===== src/rtl/vsdb_pkg.sv =====
// vsdb_pkg: shared widths, register codes and structs for the sphere dig brush
// used by every module under rtl/; depends on nothing
`timescale 1ns / 1ps
`default_nettype none

package vsdb_pkg;

  localparam int CW        = 28;
  localparam int RW        = 20;
  localparam int PW        = 11;
  localparam int NCW       = 7;
  localparam int PTW       = 7;
  localparam int CKW       = 8;
  localparam int DW        = 8;
  localparam int LINW      = 17;
  localparam int POSW      = 29;
  localparam int DIFW      = 34;
  localparam int ABW       = 20;
  localparam int SQW       = 2 * ABW;
  localparam int D2W       = SQW + 2;
  localparam int IN_TW     = 56;
  localparam int OUT_TW    = 16;
  localparam int CFG_AW    = 3;
  localparam int DIST_FRAC = 11;
  localparam int Q_DEPTH   = 4;
  localparam int QAW       = 2;

  localparam logic [RW-1:0]  RADIUS_RST = 20'd1600;
  localparam logic [PW-1:0]  PITCH_RST  = 11'd100;
  localparam logic [NCW-1:0] CELLS_RST  = 7'd32;

  typedef enum logic [CFG_AW-1:0] {
    REG_CENTER_X = 3'd0,
    REG_CENTER_Y = 3'd1,
    REG_CENTER_Z = 3'd2,
    REG_RADIUS   = 3'd3,
    REG_PITCH    = 3'd4,
    REG_CELLS    = 3'd5
  } cfg_reg_t;

  typedef struct packed {
    logic signed [CW-1:0] cx;
    logic signed [CW-1:0] cy;
    logic signed [CW-1:0] cz;
    logic [RW-1:0]        radius;
    logic [PW-1:0]        pitch;
    logic [NCW-1:0]       cells;
  } vsdb_cfg_t;

  typedef struct packed {
    logic [D2W-1:0] d2;
    logic           in_sph;
    logic [DW-1:0]  dens;
  } vsdb_item_t;

  typedef struct packed {
    logic full;
    logic empty;
  } vsdb_q_stat_t;

endpackage

`default_nettype wire


===== src/rtl/vsdb_fifo.sv =====
// vsdb_fifo: short queue of classified points between front and back
// depends on vsdb_pkg
`timescale 1ns / 1ps
`default_nettype none

module vsdb_fifo
  import vsdb_pkg::*;
(
  input  wire logic        clk,
  input  wire logic        rst_n,
  input  wire logic        push,
  input  wire vsdb_item_t  push_item,
  input  wire logic        pop,
  output vsdb_item_t       head,
  output vsdb_q_stat_t     stat
);

  vsdb_item_t     mem [Q_DEPTH];
  logic [QAW-1:0] wr_r, rd_r;
  logic [QAW:0]   cnt_r;

  assign stat.full  = (cnt_r == (QAW+1)'(Q_DEPTH));
  assign stat.empty = (cnt_r == '0);
  assign head       = mem[rd_r];

  always_ff @(posedge clk) begin
    if (push) begin
      mem[wr_r] <= push_item;
    end
  end

  always_ff @(posedge clk) begin
    if (!rst_n) begin
      wr_r  <= '0;
      rd_r  <= '0;
      cnt_r <= '0;
    end else begin
      if (push) wr_r <= wr_r + 1'b1;
      if (pop)  rd_r <= rd_r + 1'b1;
      if (push && !pop)      cnt_r <= cnt_r + 1'b1;
      else if (pop && !push) cnt_r <= cnt_r - 1'b1;
    end
  end

endmodule

`default_nettype wire


===== config.mk =====
export PLATFORM = sky130hd
export DESIGN_NAME = vsdb_fifo
export DESIGN_NICKNAME = d
export VERILOG_FILES = /design/src/rtl/vsdb_pkg.sv /design/src/rtl/vsdb_fifo.sv
export SDC_FILE = /design/constraint.sdc
export NUM_CORES = 1
export LEC_CHECK = 0
export ABC_AREA = 1
export BUFFER_PORTS_ARGS = -buffer_cell sky130_fd_sc_hd__buf_2
export CAP_MARGIN = 40
export CORE_MARGIN = 5
export CORE_UTILIZATION = 57
export CTS_CLUSTER_SIZE = 8
export DETAILED_ROUTE_END_ITERATION = 10
export PLACE_DENSITY = 0.88
export SYNTH_ARGS = -nofsm -noshare
export SYNTH_HDL_FRONTEND = slang
export SYNTH_SLANG_ARGS = --single-unit

===== constraint.sdc =====
create_clock -name clk -period 4.7 [get_ports clk]
set_input_delay 0.94 -clock clk [delete_from_list [all_inputs] [get_ports clk]]
set_output_delay 0.94 -clock clk [all_outputs]
set_load 0.01 [all_outputs]

# Word level (Yosys, flattened, before mapping)
# Memories as Yosys holds them, arrays and structs flattened. A register that Yosys moved wholly into a read port is not among the register bits.
# Index checks and enable logic that the tools add are counted.
dict set report word_totals {
  memories 1
  ff_bits 7
  input_bits 55
  out_inout_bits 53
  romBits 0
  ramBits 204
  latchBits 0
}
# name depth width read_ports rd_ports_with_merged_regs wr line_no
set mem_list {}
lappend mem_list {mem 4 51 1 1 1 vsdb_fifo.sv:18} ;# vsdb_item_t mem [Q_DEPTH];
dict set report op_classes {
  reduce_logical 6
  addsub 4
  order_cmp 0
  bitwise_logic 0
  n_div 0
  n_eq_ne 1
  muxes 6
  multipliers 0
  shifts 0
}
# op count
set op_table {}
lappend op_table {{3-bit 2-to-1 mux} 2}
lappend op_table {{2-bit by 1-bit adder with 2-bit output, second input constant} 2}
lappend op_table {{2-bit 2-to-1 mux} 2}
lappend op_table {{3-bit by 1-bit adder with 3-bit output, second input constant} 1}
lappend op_table {{3-bit == test, second input constant} 1}
lappend op_table {{3-bit logical NOT} 1}
lappend op_table {{3-bit by 1-bit subtractor with 3-bit output, second input constant} 1}
lappend op_table {{1-bit logical AND} 2}
lappend op_table {{1-bit logical NOT} 2}
lappend op_table {{1-bit 2-to-1 mux} 2}
lappend op_table {{2-bit nonzero test} 1}

# Depth between registers and ports, before layout
# Gate-level depths: netlist of the first run.
dict set report depth {
  ltp_word 4
  ltp_mapped 10
}

# Worst setup path before layout of the first run
# No wires, ideal clock.
dict set report synth_path {
  path_type {input -> register}
  from {input push}
  to {memory mem[0][0] (netlist name), enable pin}
  required_ps 4295
  stages 2
  t_arrival_ps 1970
  slack_ps 2324
  cell_sequence {nand2_1 inv_1}
}
dict set report synth_between {
  elab_chain_len 2
}
# item line_no
set synth_lines {}
lappend synth_lines {{from (decl)} vsdb_fifo.sv:11} ;# input wire logic push,
lappend synth_lines {{1-bit 2-to-1 mux} vsdb_fifo.sv:27} ;# if (push) begin
lappend synth_lines {{1-bit 2-to-1 mux (not written as such)} vsdb_fifo.sv:28} ;# mem[wr_r] <= push_item;
lappend synth_lines {{to (decl)} vsdb_fifo.sv:18}
# No other way between the ends.

==> impl_metrics.json, run 1 <==
{
  "run_status": "complete, no violations",
  "ys_seq_elements": 213,
  "worst_ep_required_time_ns": 3.76,
  "clkSinkCount": 213,
  "die_x_extent_um": 129,
  "synth_top_area_frac": 0.762,
  "number_of_synthesized_flops_with_an_enable_pin": 204,
  "hold_slack_ns": 0.470,
  "ff2ff_setup_slack_ns": 2.61,
  "irDropWorstVdd_mv": 0.333,
  "grt_first_pass_wirelength_um": 25900,
  "final.setup.worst_slack_ns": 1.31,
  "cts.path.max_buffers": 3,
  "mostFrequentLayoutCell": "edfxtp_1",
  "drv_cap": 0,
  "mostFrequentLayoutCells": "edfxtp_1, nor2_1, buf_2",
  "clock.fmax_mhz": 295,
  "yosys.area.top_type": "edfxtp_1",
  "insertedDiodeCount": 0,
  "coreArea_um2": 13800,
  "post_synth_instance_area_um2": 8040,
  "detail_route.vias_per_cell": 5.77,
  "slew_headroom": 0.445,
  "initial_utilization": 0.581,
  "die_area_um2": 16600,
  "grt_antenna_before_repair": 0,
  "multi_input_area_um2": 1420,
  "post-route-drc-count": 0,
  "global_route.overflow_total": 0,
  "syn-mean-instance-area_um2": 14.6,
  "worst-setup-path-type": "reg2out",
  "worstHoldPathType": "reg2reg",
  "setup.worst_path.start_class": "register",
  "post_route_setup_tns_ns": 0,
  "leakage_nw": 3.41,
  "route.final.wire_length_um": 16800,
  "netlist-cell-type-count": 20,
  "timing_max_transition_violations_final": 0,
  "layout_min_cycle_time_ns": 3.39,
  "yosysSeqAreaShare": 0.785,
  "cts_buffers": 30,
  "dieHeight_um": 129,
  "async_flop_share": 0,
  "p_per_area_nw_per_um2": 468,
  "routed-via-count": 4973,
  "cp_data_arrival_time_ns": 2.45,
  "timing_hold_violations_final": 0,
  "worst-path-max-fanout": 60,
  "cts_tree": "yes",
  "pin_count_of_the_biggest_net_entering_global_routing": 67,
  "post_route_cells_drive_above_1_share": 0.232,
  "ys_dominant_reg_cell": "edfxtp_1",
  "holdBufCountCts": 0,
  "synth_fp_nets": 612,
  "cts.reportedPaths.clkPinSlew_ns": 0.05,
  "syn-instance-count": 551,
  "finalWeightedCongestion": 0.732,
  "cts_root_buffer": "clkbuf_16",
  "final.period_utilization": 0.722,
  "row_count": 43,
  "area_delta_synth_final_pct": 18.4,
  "drt.antenna.violating_nets": 0,
  "drt_first_pass_iters": 5,
  "clock-skew-final_ns": 0.0195,
  "tightest_slew_ns": 0.832,
  "num_io_pins": 108,
  "grt_pass1_vias": 5111,
  "critPathCaptureType": "primary output",
  "clk_latency_ns": 0.52,
  "synthTopCellsByArea": "edfxtp_1, nor2_1, o22ai_1",
  "cts-resized-gates": 0,
  "register_area_um2": 6310,
  "placement.setup.worst_slack_ns": 1.85,
  "portBuffers": 107,
  "setup_viol": 0,
  "count_of_yosys_warnings_during_synthesis": 0,
  "wl_per_cell_um": 19.5,
  "rsz_0062_raised_after_global_routing": "false",
  "detailedPlacementHpwl_um": 9580,
  "grt_use_total": 0.201,
  "filler_cell_count": 891,
  "post-cts-setup-buffers": 0,
  "finalNetCount": 730,
  "drt-initial-drc-count": 372,
  "h_tree_lvl_count": 1
}
-- metrics by stage --
stage | utilization | instance area, µm² | instances | power (mW)
finish | 0.688 | 9510 | 862 | 4.45
global route | 0.688 | 9510 | 862 | 4.63
CTS | 0.688 | 9510 | 862 | 4.48
detailed placement | 0.628 | 8680 | 817 | 2.61
global placement | 0.623 | 8620 | 814 | 2.58
floorplan | - | 8040 | 551 | 2.45
-- logic make-up after synthesis --
kind of cell / count (synthesis) / share of synthesized area
buffers and inverters: 49 / 0.0386
AND/OR/NAND/NOR: 120 / 0.0568
flip-flops: 213 / 0.785
AO/OA/AOI/OAI: 163 / 0.109
adder cells (fa/ha/maj): 6 / 0.0103
-- cells in the mapped netlist, types with 2 or more instances --
cell        n
nand2_1     9
dfxtp_1     9
buf_2       6
inv_2       2
nor2_1    107
o22ai_1    51
buf_6      13
clkbuf_2    2
o21ai_1    60
a21oi_1     4
clkbuf_1    6
o21ai_0    48
edfxtp_1  204
inv_1      15
nor3_1      2
buf_4       5
ha_1        5
-- area by class of cell --
| cell class | instances | area share |
|---|---|---|
| sequential | 213 | 0.663 |
| multi-input combinational | 289 | 0.149 |
| tap | 180 | 0.0237 |
| clock buffer | 44 | 0.0867 |
| clock inverter | 1 | 0.000526 |
| inverter | 17 | 0.00684 |
| timing repair buffer | 118 | 0.0697 |
-- flip-flops by register name (all words and copies together), names as in the netlist, named ones only --
register  cells
rd_r          2
wr_r          2
cnt_r         3
mem         204
-- critical path, cell delays in order, from the launching register on --
cell,delay (ns)
dfxtp_4,0.34
clkinv_2,0.60
buf_4,0.51
o21ai_0,0.24
o22ai_1,0.09
buf_2,0.15
-- layer usage --
| metal | wire [µm] | vias to the layer above | global-route usage |
|---|---|---|---|
| li1 | - | 2295 | - |
| met1 | 6210 | 2437 | 0.243 |
| met2 | 8970 | 209 | 0.364 |
| met3 | 1330 | 32 | 0.0444 |
| met4 | 303 | 0 | 0.0544 |
| met5 | 0 | - | 0 |
-- where the power goes --
part / internal, mW / leakage, nW / switching, mW / total, mW
Sequential: 2.17 / 1.95 / 0.0233 / 2.20
Clock: 1.18 / 0.401 / 0.691 / 1.87
Combinational: 0.129 / 1.06 / 0.254 / 0.383
Total: 3.48 / 3.41 / 0.968 / 4.45
-- final timing paths --
kind	startpoint	end	cells past startpoint
worst max-delay path	register	head[35]	5
worst min-delay path	rd_r[1]	register	1
worst max register to register	wr_r[1]	mem[1][12]	5
worst min register to register	rd_r[1]	register	1
Power figures use the tool's default switching activity.
==> run 2, diff against run 1 <==
--- a/config.mk
+++ b/config.mk
@@ -5,14 +5,14 @@
 export SDC_FILE = /design/constraint.sdc
 export NUM_CORES = 1
 export LEC_CHECK = 0
-export ABC_AREA = 1
+export ABC_AREA = 0
 export BUFFER_PORTS_ARGS = -buffer_cell sky130_fd_sc_hd__buf_2
 export CAP_MARGIN = 40
 export CORE_MARGIN = 5
-export CORE_UTILIZATION = 57
+export CORE_UTILIZATION = 51
 export CTS_CLUSTER_SIZE = 8
 export DETAILED_ROUTE_END_ITERATION = 10
-export PLACE_DENSITY = 0.88
+export PLACE_DENSITY = 0.84
 export SYNTH_ARGS = -nofsm -noshare
 export SYNTH_HDL_FRONTEND = slang
 export SYNTH_SLANG_ARGS = --single-unit
==> constraint.sdc (replaced) <==
create_clock -name clk -period 2.8 [get_ports clk]
set_input_delay 0.56 -clock clk [delete_from_list [all_inputs] [get_ports clk]]
set_output_delay 0.56 -clock clk [all_outputs]
set_load 0.01 [all_outputs]
==> impl_metrics.json, run 2 <==
{
  "mostFrequentLayoutCells": "edfxtp_1, buf_2, mux4_2",
  "top_regs": "mem: 204 flops, cnt_r: 3 flops",
  "drt-initial-drc-count": 199,
  "slew_headroom": 0.680,
  "irDropWorstVdd_mv": 0.701,
  "multi_input_area_um2": 1410,
  "layout_min_cycle_time_ns": 2.46,
  "grt_antenna_before_repair": 2,
  "clkSinkCount": 213,
  "yosysSeqAreaShare": 0.802,
  "detailedPlacementHpwl_um": 8180,
  "path_buf_inv": 2,
  "drt_first_pass_iters": 4,
  "clk_latency_ns": 0.51,
  "critPathCaptureType": "primary output",
  "finalWeightedCongestion": 0.697,
  "final-instance-count-excl-fill": 664,
  "placed_cells": 603,
  "critical-path-max-stage-delay_ns": 0.54,
  "highest_layer": "met5",
  "regMostFlops": "mem",
  "met2RoutedLength_um": 6920,
  "cts.path.max_buffers": 3,
  "async_flop_share": 0,
  "yosys.cell_count.top_type": "edfxtp_1",
  "drv_cap": 0,
  "finalPower_mw": 7.62,
  "die_area_um2": 18000,
  "insertedDiodeCount": 0,
  "num_io_pins": 108,
  "holdBufCountCts": 0,
  "drt.antenna.violating_nets": 0,
  "synthTopCellsByArea": "edfxtp_1, mux4_2, dfxtp_1",
  "final.setup.worst_slack_ns": 0.343,
  "rsz_0062_raised_after_global_routing": "false",
  "finalNetCount": 513,
  "grt_first_pass_wirelength_um": 21600,
  "register_area_um2": 6310,
  "setup_viol": 0,
  "cts_root_buffer": "clkbuf_16",
  "largest_register_ff_count": 204,
  "placement.setup.worst_slack_ns": 0.617,
  "clock.fmax_mhz": 407,
  "post-route-drc-count": 0,
  "route.final.wire_length_um": 13700,
  "timing_max_transition_violations_final": 0,
  "die_x_extent_um": 134,
  "grt_use_total": 0.156,
  "filler_cell_count": 1030,
  "grt_pass1_vias": 3932,
  "synth_top_area_frac": 0.779,
  "netlist-cell-type-count": 22,
  "cts_buffers": 30,
  "yosys.area.top_type": "edfxtp_1",
  "detail_route.vias_per_cell": 5.40,
  "number_of_synthesized_flops_with_an_enable_pin": 204,
  "routed-via-count": 3587,
  "synth_fp_nets": 371,
  "path_delay_family": "multiplexers",
  "dieHeight_um": 134,
  "run_status": "complete, no violations",
  "met1Wirelength_um": 5590,
  "tightest_slew_ns": 0.480,
  "timing_hold_violations_final": 0,
  "global_route.overflow_total": 0,
  "cts_tree": "yes",
  "mostFrequentLayoutCell": "edfxtp_1",
  "h_tree_lvl_count": 1,
  "portBuffers": 107,
  "worst-path-max-fanout": 10,
  "ys_seq_elements": 213,
  "post_route_setup_tns_ns": 0,
  "clock-skew-final_ns": 0.00779,
  "cts.reportedPaths.clkPinSlew_ns": 0.05,
  "p_per_area_nw_per_um2": 799,
  "met3_wirelength_um": 900,
  "row_count": 45,
  "ys_dominant_reg_cell": "edfxtp_1",
  "area_delta_synth_final_pct": 21.3,
  "count_of_yosys_warnings_during_synthesis": 0,
  "worst_ep_required_time_ns": 2.24,
  "yosys-top-cells-count": "edfxtp_1, mux4_2, and2_1, dfxtp_1",
  "final.period_utilization": 0.878,
  "cp_data_arrival_time_ns": 1.90,
  "post_synth_instance_area_um2": 7860,
  "leakage_nw": 3.29,
  "pin_count_of_the_biggest_net_entering_global_routing": 52,
  "coreArea_um2": 15100,
  "worstPathCellList": "buf_4 > mux4_2 > buf_2",
  "post_route_cells_drive_above_1_share": 0.441,
  "syn-instance-count": 310,
  "critical-path-slowest-cell": "mux4_2",
  "worst-setup-path-type": "reg2out",
  "setup.worst_path.start_class": "register",
  "initial_utilization": 0.519,
  "worstHoldPathType": "in2reg",
  "syn-mean-instance-area_um2": 25.4,
  "wl_per_cell_um": 20.6
}
## run 2: cell types whose count changed in the layout (fill, tap and decap cells not counted), moves of 7 or more
cell      previous run  this run
nand2_1              9         1
o21ai_1             60         0
inv_1               11         4
o21ai_0             48         1
clkbuf_1            13        24
mux4_2               0        50
nor2_1             107         0
o22ai_1             51         0
## run 2: area by class of cell
type / count / share of cell area
Clock buffer: 55 / 0.0908
Clock inverter: 1 / 0.000525
Inverter: 4 / 0.00157
Multi-Input combinational cell: 81 / 0.148
Sequential cell: 213 / 0.662
Tap cell: 188 / 0.0247
Timing Repair Buffer: 122 / 0.0732
## run 2: routing by layer
metal | global-route usage | vias to the layer above
met5 | 0 | -
met4 | 0.0441 | 4
met1 | 0.201 | 1835
met2 | 0.264 | 123
li1 | - | 1598
met3 | 0.0428 | 27
## run 2: final timing paths
kind                  from         end  slack [ns]  depth (start not counted)
min reg2reg       cnt_r[2]    cnt_r[2]        0.54                          2
max               register    head[42]        0.34                          3
max reg2reg        wr_r[1]  mem[1][10]        1.04                          4
min          push_item[44]  mem[0][44]        0.26                          1
## run 2: power breakdown
group          internal (mW)  switching [mW]  total, mW
registers               3.67          0.0481       3.71
logic                  0.334           0.352      0.686
clock network           2.05            1.17       3.22
total                   6.05            1.57       7.62
## run 2: what timing repair did
item / CTS / global route
buffers inserted: 0 / 5
endpoints found under the setup margin: 0 / 1
gates resized for setup: 0 / 0
endpoints found under the hold margin: 0 / 0
## run 2: cells by family (layout without fill, tap and decap cells)
| group | after synthesis | count (layout) | share of synthesized area |
|---|---|---|---|
| flops | 213 | 213 | 0.802 |
| mux | 53 | 53 | 0.149 |
| buf+inv | 16 | 182 | 0.0197 |
| simple gates | 15 | 15 | 0.0116 |
| fa+ha+maj | 6 | 6 | 0.0105 |
| xor+xnor | 5 | 5 | 0.00557 |
| compound gates | 2 | 2 | 0.00159 |
## run 2: per-stage QoR
stage	hold WS [ns]	util	cell area (µm²)
CTS	0.235	0.627	9500
global route	0.235	0.630	9540
floorplan	0.472	-	7860
detailed placement	0.527	0.570	8630
global placement	0.484	0.570	8630
finish	0.261	0.630	9540
==> run 3, diff against run 2 <==
--- a/config.mk
+++ b/config.mk
@@ -7,12 +7,13 @@
 export LEC_CHECK = 0
 export ABC_AREA = 0
 export BUFFER_PORTS_ARGS = -buffer_cell sky130_fd_sc_hd__buf_2
-export CAP_MARGIN = 40
+export CAP_MARGIN = 15
 export CORE_MARGIN = 5
-export CORE_UTILIZATION = 51
+export CORE_UTILIZATION = 35
 export CTS_CLUSTER_SIZE = 8
 export DETAILED_ROUTE_END_ITERATION = 10
-export PLACE_DENSITY = 0.84
+export MAX_ROUTING_LAYER = met4
+export PLACE_DENSITY = 0.64
 export SYNTH_ARGS = -nofsm -noshare
 export SYNTH_HDL_FRONTEND = slang
 export SYNTH_SLANG_ARGS = --single-unit
==> impl_metrics.json, run 3 (synthesis gave the netlist of run 2 again) <==
{
  "clkSinkCount": 213,
  "setup.worst_path.end": "head[31]",
  "met3_wirelength_um": 925,
  "cts.reportedPaths.clkPinSlew_ns": 0.05,
  "post_route_cells_drive_above_1_share": 0.439,
  "cts-resized-gates": 0,
  "worst-path-max-fanout": 24,
  "die_x_extent_um": 160,
  "ff2ff_setup_slack_ns": 1.18,
  "final.period_utilization": 0.933,
  "critical-path-max-stage-delay_ns": 0.59,
  "cts_root_buffer": "clkbuf_16",
  "final.setup.worst_slack_ns": 0.187,
  "setup_viol": 0,
  "met1Wirelength_um": 6050,
  "finalNetCount": 510,
  "routed-via-count": 3563,
  "detail_route.vias_per_cell": 4.73,
  "post-cts-setup-buffers": 0,
  "worstHoldPathType": "in2reg",
  "critPathCaptureType": "primary output",
  "dieHeight_um": 160,
  "area_delta_synth_final_pct": 22.4,
  "worst-setup-path-type": "reg2out",
  "cp_data_arrival_time_ns": 2.05,
  "timing_max_transition_violations_final": 0,
  "global_route.overflow_total": 0,
  "leakage_nw": 3.27,
  "initial_utilization": 0.358,
  "post_route_setup_tns_ns": 0,
  "drv_cap": 0,
  "setup.worst_path.start_class": "register",
  "h_tree_lvl_count": 1,
  "met2RoutedLength_um": 7320,
  "portBuffers": 107,
  "grt_first_pass_wirelength_um": 23000,
  "filler_cell_count": 1847,
  "placed_cells": 697,
  "wl_per_cell_um": 19.4,
  "detailedPlacementHpwl_um": 8980,
  "finalPower_mw": 7.67,
  "die_area_um2": 25600,
  "clk_latency_ns": 0.52,
  "highest_layer": "met4",
  "critical-path-slowest-cell": "mux4_2",
  "worstPathCellList": "buf_4 > mux4_2 > buf_2",
  "tightest_slew_ns": 0.526,
  "irDropWorstVdd_mv": 0.429,
  "cts_buffers": 30,
  "timing_hold_violations_final": 0,
  "worst_ep_required_time_ns": 2.24,
  "cts_tree": "yes",
  "grt_use_total": 0.118,
  "pin_count_of_the_biggest_net_entering_global_routing": 33,
  "final-instance-count-excl-fill": 753,
  "clock-skew-final_ns": 0.0102,
  "clock.fmax_mhz": 383,
  "ff2ff_path_depth": 4,
  "cts.path.max_buffers": 3,
  "drt_first_pass_iters": 4,
  "drt-initial-drc-count": 177,
  "num_io_pins": 108,
  "post-route-util": 0.438,
  "route.final.wire_length_um": 14600,
  "holdBufCountCts": 0,
  "reg2reg_to": "cnt_r[2]",
  "mostFrequentLayoutCell": "edfxtp_1",
  "coreArea_um2": 22000,
  "regMostFlops": "mem",
  "grt_pass1_vias": 4086,
  "number_of_instances_on_the_worst_hold_path": 1,
  "layout_min_cycle_time_ns": 2.61,
  "rsz_0062_raised_after_global_routing": "false",
  "row_count": 54,
  "slew_headroom": 0.649,
  "mostFrequentLayoutCells": "edfxtp_1, buf_2, mux4_2",
  "post-route-drc-count": 0,
  "top_regs": "mem: 204 flops, cnt_r: 3 flops",
  "drt.antenna.violating_nets": 0,
  "placement.setup.worst_slack_ns": 0.596,
  "finalWeightedCongestion": 0.694,
  "r2r-start": "cnt_r[0]",
  "largest_register_ff_count": 204,
  "run_status": "complete, no violations",
  "grt_antenna_before_repair": 0,
  "p_per_area_nw_per_um2": 797
}
-- run 3: cell count changes in the layout (fill, tap and decap cells not counted) --
| cell | delta |
|---|---|
| clkinv_2 | -1 |
| clkbuf_1 | -1 |
| buf_12 | -1 |
| clkbuf_8 | +1 |
| buf_4 | -2 |
| diode_2 | +1 |
-- run 3: power by group --
group / switching, mW / leakage [nW] / total, mW / internal (mW)
registers: 0.0414 / 1.95 / 3.71 / 3.66
logic: 0.366 / 0.909 / 0.689 / 0.323
clock network: 1.21 / 0.416 / 3.28 / 2.07
-- run 3: per-layer routing --
layer,global-route usage,vias up
li1,-,1594
met1,0.144,1843
met2,0.196,102
met3,0.0312,24
met4,0.0344,0
met5,-,-
-- run 3: final cells by class --
type                       count  area (µm²)  share of cell area
tap                          280         350              0.0364
multi-input combinational     81        1410               0.146
inverter                       4        15.0             0.00156
sequential                   213        6310               0.656
antenna                        1        2.50            0.000260
clock buffer                  55         876              0.0910
timing repair buffer         119         663              0.0689
-- run 3: critical path, delay by kind of cell (launching register included) --
kind | cells | cell delay [ns]
buffers and inverters | 2 | 0.57
muxes | 1 | 0.59
DFF | 1 | 0.35
-- run 3: worst min-delay path by stage --
stage	slack [ns]	start	endpoint
after floorplan	0.47	cnt_r[2]	cnt_r[2]
after global placement	0.48	cnt_r[2]	cnt_r[2]
after detailed placement	0.57	wr_r[1]	wr_r[1]
after CTS	0.21	push_item[22]	mem[3][22]
after global routing	0.22	push_item[22]	mem[2][22]
final	0.25	push_item[32]	mem[3][32]
-- run 3: through the flow --
stage	hold slack, ns	area [µm²]
2_1_floorplan	0.472	7860
3_3_place_gp	0.485	8750
3_5_place_dp	0.568	8750
4_1_cts	0.213	9620
5_1_grt	0.223	9620
6_report	0.249	9630
